`config.mk`:
```
export PLATFORM = sky130hd
export DESIGN_NAME = segx_queue
export DESIGN_NICKNAME = d
export VERILOG_FILES = /design/src/rtl/segx_pkg.sv /design/src/rtl/segx_queue.sv
export SDC_FILE = /design/constraint.sdc
export NUM_CORES = 1
export LEC_CHECK = 0
export ABC_AREA = 1
export BUFFER_PORTS_ARGS = -buffer_cell sky130_fd_sc_hd__buf_2
export CAP_MARGIN = 20
export CORE_MARGIN = 3
export CORE_UTILIZATION = 30
export DETAILED_ROUTE_END_ITERATION = 16
export GPL_ROUTABILITY_DRIVEN = 0
export GPL_TIMING_DRIVEN = 0
export PLACE_DENSITY = 0.45
export SYNTH_ARGS = -nofsm -noshare
export SYNTH_HDL_FRONTEND = slang
export SYNTH_SLANG_ARGS = --single-unit
```
`constraint.sdc`:
```
create_clock -name clk_i -period 9.4 [get_ports clk_i]
set_input_delay 0.94 -clock clk_i [delete_from_list [all_inputs] [get_ports clk_i]]
set_output_delay 0.94 -clock clk_i [all_outputs]
set_load 0.1 [all_outputs]
```
`src/rtl/segx_pkg.sv`:
```
`timescale 1ns / 1ps
// ----------------------------------------------------------------------------
// segx_pkg
// Types, widths and helpers shared by the segment intersection core.
// ----------------------------------------------------------------------------
package segx_pkg;

  localparam int CoordW        = 16;
  localparam int DiffW         = CoordW + 1;
  localparam int ProdW         = 2 * DiffW;
  localparam int DenW          = ProdW + 1;
  localparam int NumW          = DenW + DiffW;
  localparam int QuotW         = CoordW + 1;
  localparam int SumW          = QuotW + 2;
  localparam int QueueDepthDef = 4;

  typedef logic signed [CoordW-1:0] coord_t;
  typedef logic signed [DiffW-1:0]  diff_t;
  typedef logic signed [ProdW-1:0]  prod_t;
  typedef logic signed [DenW-1:0]   den_t;
  typedef logic signed [NumW-1:0]   num_t;

  typedef struct packed {
    coord_t start1_x;
    coord_t start1_y;
    coord_t end1_x;
    coord_t end1_y;
    coord_t start2_x;
    coord_t start2_y;
    coord_t end2_x;
    coord_t end2_y;
  } segx_in_t;

  typedef struct packed {
    logic   hit;
    logic   parallel;
    coord_t cross_x;
    coord_t cross_y;
    logic   clipped;
  } segx_out_t;

  // classified pair handed from front to back
  typedef struct packed {
    logic   hit;
    logic   parallel;
    den_t   den;
    den_t   na;
    diff_t  d1x;
    diff_t  d1y;
    coord_t ax;
    coord_t ay;
  } segx_job_t;

  // 0 <= num/den <= 1 for nonzero den
  function automatic logic in_unit(den_t num, den_t den);
    logic r;
    if (den > 0) begin
      r = (num >= 0) && (num <= den);
    end else begin
      r = (num <= 0) && (num >= den);
    end
    return r;
  endfunction

endpackage

```
`src/rtl/segx_queue.sv`:
```
`timescale 1ns / 1ps
// ----------------------------------------------------------------------------
// segx_queue
// Small first-in first-out buffer between front and back.
// ----------------------------------------------------------------------------
module segx_queue #(
  parameter int Depth = segx_pkg::QueueDepthDef
) (
  input  logic                clk_i,
  input  logic                rst_ni,
  input  logic                push_valid_i,
  output logic                full_o,
  input  segx_pkg::segx_job_t push_data_i,
  output logic                pop_valid_o,
  input  logic                pop_ready_i,
  output segx_pkg::segx_job_t pop_data_o
);
  import segx_pkg::*;

  localparam int PtrW = (Depth > 1) ? $clog2(Depth) : 1;
  localparam int CntW = $clog2(Depth + 1);

  segx_job_t       mem_q [Depth];
  logic [PtrW-1:0] wr_q, rd_q;
  logic [CntW-1:0] cnt_q;
  logic            push, pop;

  assign full_o      = (cnt_q == CntW'(Depth));
  assign pop_valid_o = (cnt_q != '0);
  assign pop_data_o  = mem_q[rd_q];
  assign push        = push_valid_i && !full_o;
  assign pop         = pop_valid_o && pop_ready_i;

  always_ff @(posedge clk_i or negedge rst_ni) begin
    if (!rst_ni) begin
      wr_q  <= '0;
      rd_q  <= '0;
      cnt_q <= '0;
    end else begin
      if (push) begin
        wr_q <= (wr_q == PtrW'(Depth - 1)) ? '0 : wr_q + 1'b1;
      end
      if (pop) begin
        rd_q <= (rd_q == PtrW'(Depth - 1)) ? '0 : rd_q + 1'b1;
      end
      if (push && !pop) begin
        cnt_q <= cnt_q + 1'b1;
      end else if (pop && !push) begin
        cnt_q <= cnt_q - 1'b1;
      end
    end
  end

  always_ff @(posedge clk_i) begin
    if (push) begin
      mem_q[wr_q] <= push_data_i;
    end
  end

endmodule

```
### After elaboration in Yosys (flattened, before gate mapping)

Memory sizes are Yosys's and may differ from the RTL's.
Cells that the tools add are included.
Widths: inputs -> output; s select.

| word-level totals | value |
|---|---|
| flip-flop bits (word level) | 7 |
| bits in writable memories | 552 |
| input bits | 142 |
| output and inout bits | 140 |
| word-level logic and storage cells | 26 |
| memories kept | 1 |

Memories:

| memory | depth | width | read ports | clocked after Yosys merged registers in | wr ports | line | text |
|---|---|---|---|---|---|---|---|
| mem_q | 4 | 138 | 1 | 0 | 1 | segx_queue.sv:23 | `segx_job_t mem_q [Depth];` |

| operators by class | value |
|---|---|
| add/subtract/negate cells | 4 |
| equal/unequal tests | 3 |
| mux-type cells | 6 |
| reduce and logical (&&, ||, !) cells | 9 |

Operators with widths:

| cell | number |
|---|---|
| $mux 3 | 2 |
| $add 2x1->2 const B | 2 |
| $eq 2x2->1 const B | 2 |
| $logic_and 1x1->1 | 4 |
| $mux 2 | 2 |
| $add 3x1->3 const B | 1 |
| $eq 3x3->1 const B | 1 |
| $logic_not 1->1 | 3 |
| $reduce_bool 3->1 | 1 |
| $sub 3x1->3 const B | 1 |
| $mux 1 | 2 |
| $reduce_bool 2->1 | 1 |

### Logic depth before layout (Yosys ltp)

| depth | value |
|---|---|
| depth after elaboration | 7 |
| depth in mapped cells | 12 |
| mapped depth without buffers | 12 |

### Worst setup path before layout

No wires, ideal clock.

| path | value |
|---|---|
| kind | input-to-reg |
| start point | input port push_valid_i |
| end point | memory mem_q[0][0] (netlist name), enable pin |
| library setup time | 0.638 ns |
| data arrival time | 6.815 ns |
| required time | 8.762 ns |
| setup slack | 1.947 ns |
| stages on the path | 2 |
| path buffers | 0 |
| cell sequence | nand2_1 > nor2_1 |

| on the way | value |
|---|---|
| longest elaborated chain between the ends | 3 |

RTL lines:

| item | line | text |
|---|---|---|
| start, declared | segx_queue.sv:11 | `input logic push_valid_i,` |
| $logic_and 1x1->1 | segx_queue.sv:31 | `assign push = push_valid_i && !full_o;` |
| $mux 1 | segx_queue.sv:55 | `if (push) begin` |
| $mux 1 (implied by the code) | segx_queue.sv:56 | `mem_q[wr_q] <= push_data_i;` |
| end, declared | segx_queue.sv:23 |  |

No other way between the ends.

==> flow_summary.toml <==
[global_routing]
grt_first_pass_wirelength_mm = 92.4
track_usage_pct = 15.8
grt_pass1_vias = 14136
grt_antenna_before_repair = 21
grt_overflow = 0
grt_max_degree = 27

[final_layout]
final_layout_size_suffix_gt1_share_pct = 26.3
final_cells = 3073
areaGrowthSynthToFinish_pct = 23.4
nets = 2196

[die]
rows = 100
io_pins = 282
start_util_pct = 30.3
die_w_um = 281
die_y_um = 281
dieArea_um2 = 78700
core_area_um2 = 74600

[place]
io_buffers = 281
dp_hpwl_mm = 40.7
place_inst = 2947
dpl_worst_slack_ps = 6240

[timing]
rsz0062_at_grt = "no"
hold_viol_final = 0
timing.fmax_ghz = 0.269
drv_slew = 0
hold_ws_ps = 182
fin_skew_ps = 18.1
post-route-period-util_pct = 39.6
post-route-min-period_ps = 3720
tightest_slew_ps = 910
setup_violations = 0
worst_slack_ps = 5680
relSlewSlack_pct = 39.2

[flow_run]
max-cap-violations = 0

[routing]
avgRoutedWirePerCell_um = 20.3
drtIter0Drc = 644
drc = 0
wl_mm = 62.3
vias = 13761
drt_pass1_iterations = 5
ant_nets = 0
vias_per_cell = 4.48

[clocking]
clock_path_buffers = 3
cts_hold_buf = 0
cts_resized = 0
path_clk_slew_ps = 60
clock_latency_ps = 590
postCtsSetupRepairBufs = 0
htree_levels = 3
cts_root_buf = "clkbuf_16"
clkSinkCount = 559
cts_tree = "yes"
cts_buffers = 67

[synth]
synth_seq_cells = 559
synth_nets = 1820
synth.avg_cell_area_um2 = 13.5
yosysSeqAreaShare_pct = 74.1
synthCells = 1671
yosysWarnings = 0
yosys.cell_types.count = 17
syn_area_um2 = 22600

[hold_path]
min_path_type = "primary input to asynchronous set/reset pin"

[setup_path]
setup.worst_path.class = "register to output port"
cp_max_fo = 10
cp.required_ps = 8460
cp-end-kind = "output port"
start_kind = "register"
arrival_ps = 2780

[outcome]
status = "complete, no violations"
-- synth_stat cells --
| master | instances | area [um2] |
|---|---|---|
| buf_2 | 63 | 315 |
| buf_4 | 9 | 67.6 |
| buf_6 | 13 | 146 |
| clkbuf_1 | 8 | 30.0 |
| dfrtp_1 | 7 | 175 |
| edfxtp_1 | 552 | 16600 |
| fa_1 | 1 | 20.0 |
| ha_1 | 6 | 75.1 |
| inv_1 | 291 | 1090 |
| nand2_1 | 429 | 1610 |
| nand3_1 | 7 | 35.0 |
| nand4_1 | 1 | 6.26 |
| nor2_1 | 6 | 22.5 |
| o211ai_1 | 206 | 1550 |
| o211ai_2 | 70 | 876 |
| o21ai_0 | 1 | 5.00 |
| xnor2_1 | 1 | 8.76 |
-- flip-flops by register name, summed over array words and instances (netlist names) --
signal / flops
mem_q: 552
rd_q: 2
cnt_q: 3
wr_q: 2
-- worst paths after layout --
path	from	end	slack, ps	cells after the start
hold reg to reg	cnt_q[2]	cnt_q[2]	530	2
setup / recovery	rd_q[1]	pop_data_o[43]	5680	6
hold / removal	rst_ni	cnt_q[1]	180	1
min in group clk_i	cnt_q[2]	cnt_q[2]	530	2
setup reg to reg	cnt_q[0]	mem_q[1][59]	6830	7
max in group asynchronous	rst_ni	wr_q[1]	9060	1
-- logic make-up (layout without fill, tap and decap cells) --
logic type                 count (synthesis)  in the layout  share of synthesized area [%]
adders and majority gates                  7              7                          0.421
and+or+nand+nor                          443            443                           7.40
DFF                                      559            559                           74.1
buffers and inverters                    384            807                           7.31
other                                      0             10                              0
xor gates and xnor gates                   1              1                         0.0387
AOI/OAI and AO/OA                        277            277                           10.7
-- area by class of cell --
type                       instances  area (um2)
antenna                           10        25.0
buffer                            93         559
clock buffer                      85        1770
clock inverter                    31         284
fill                            7199       46700
inverter                         291        1090
multi-input combinational        728        4240
sequential                       559       16800
tap                              969        1210
timing repair buffer             307        1980
-- layout by cell type, fill, tap and decap left out, types with 4 or more instances in the layout --
master,n
edfxtp_1,552
nand2_1,429
buf_2,344
inv_1,291
o211ai_1,206
o211ai_2,70
clkbuf_16,68
clkbuf_1,25
buf_12,19
clkinv_1,15
buf_6,13
diode_2,10
buf_4,9
nand3_1,7
dfrtp_1,7
buf_16,7
ha_1,6
clkinv_2,5
nor2_4,4
bufinv_16,4
-- stage by stage --
step / utilization, % / area (um2) / TNS [ps]
detailed placement: 34.6 / 25800 / 0
global route: 37.4 / 27900 / 0
finish: 37.4 / 27900 / 0
global placement: 33.8 / 25200 / -2408060
floorplan: - / 22600 / 0
CTS: 37.4 / 27900 / 0
-- critical path: stages, from the launching register on --
cell and delay (ps):
dfrtp_1 340, buf_2 210, buf_2 510, buf_2 410, o211ai_1 160, nand2_1 100, buf_2 450
-- per-layer routing --
| layer | track usage, % | up-vias | wire length (um) |
|---|---|---|---|
| li1 | - | 6605 | - |
| met1 | 20.3 | 6720 | 27400 |
| met2 | 25.5 | 301 | 29100 |
| met3 | 4.84 | 117 | 3910 |
| met4 | 5.28 | 18 | 1800 |
| met5 | 0 | - | 117 |
Power is left out: the tool's default activity adds up to more than one toggle a clock period on the data nets, which glitch-free logic cannot reach.
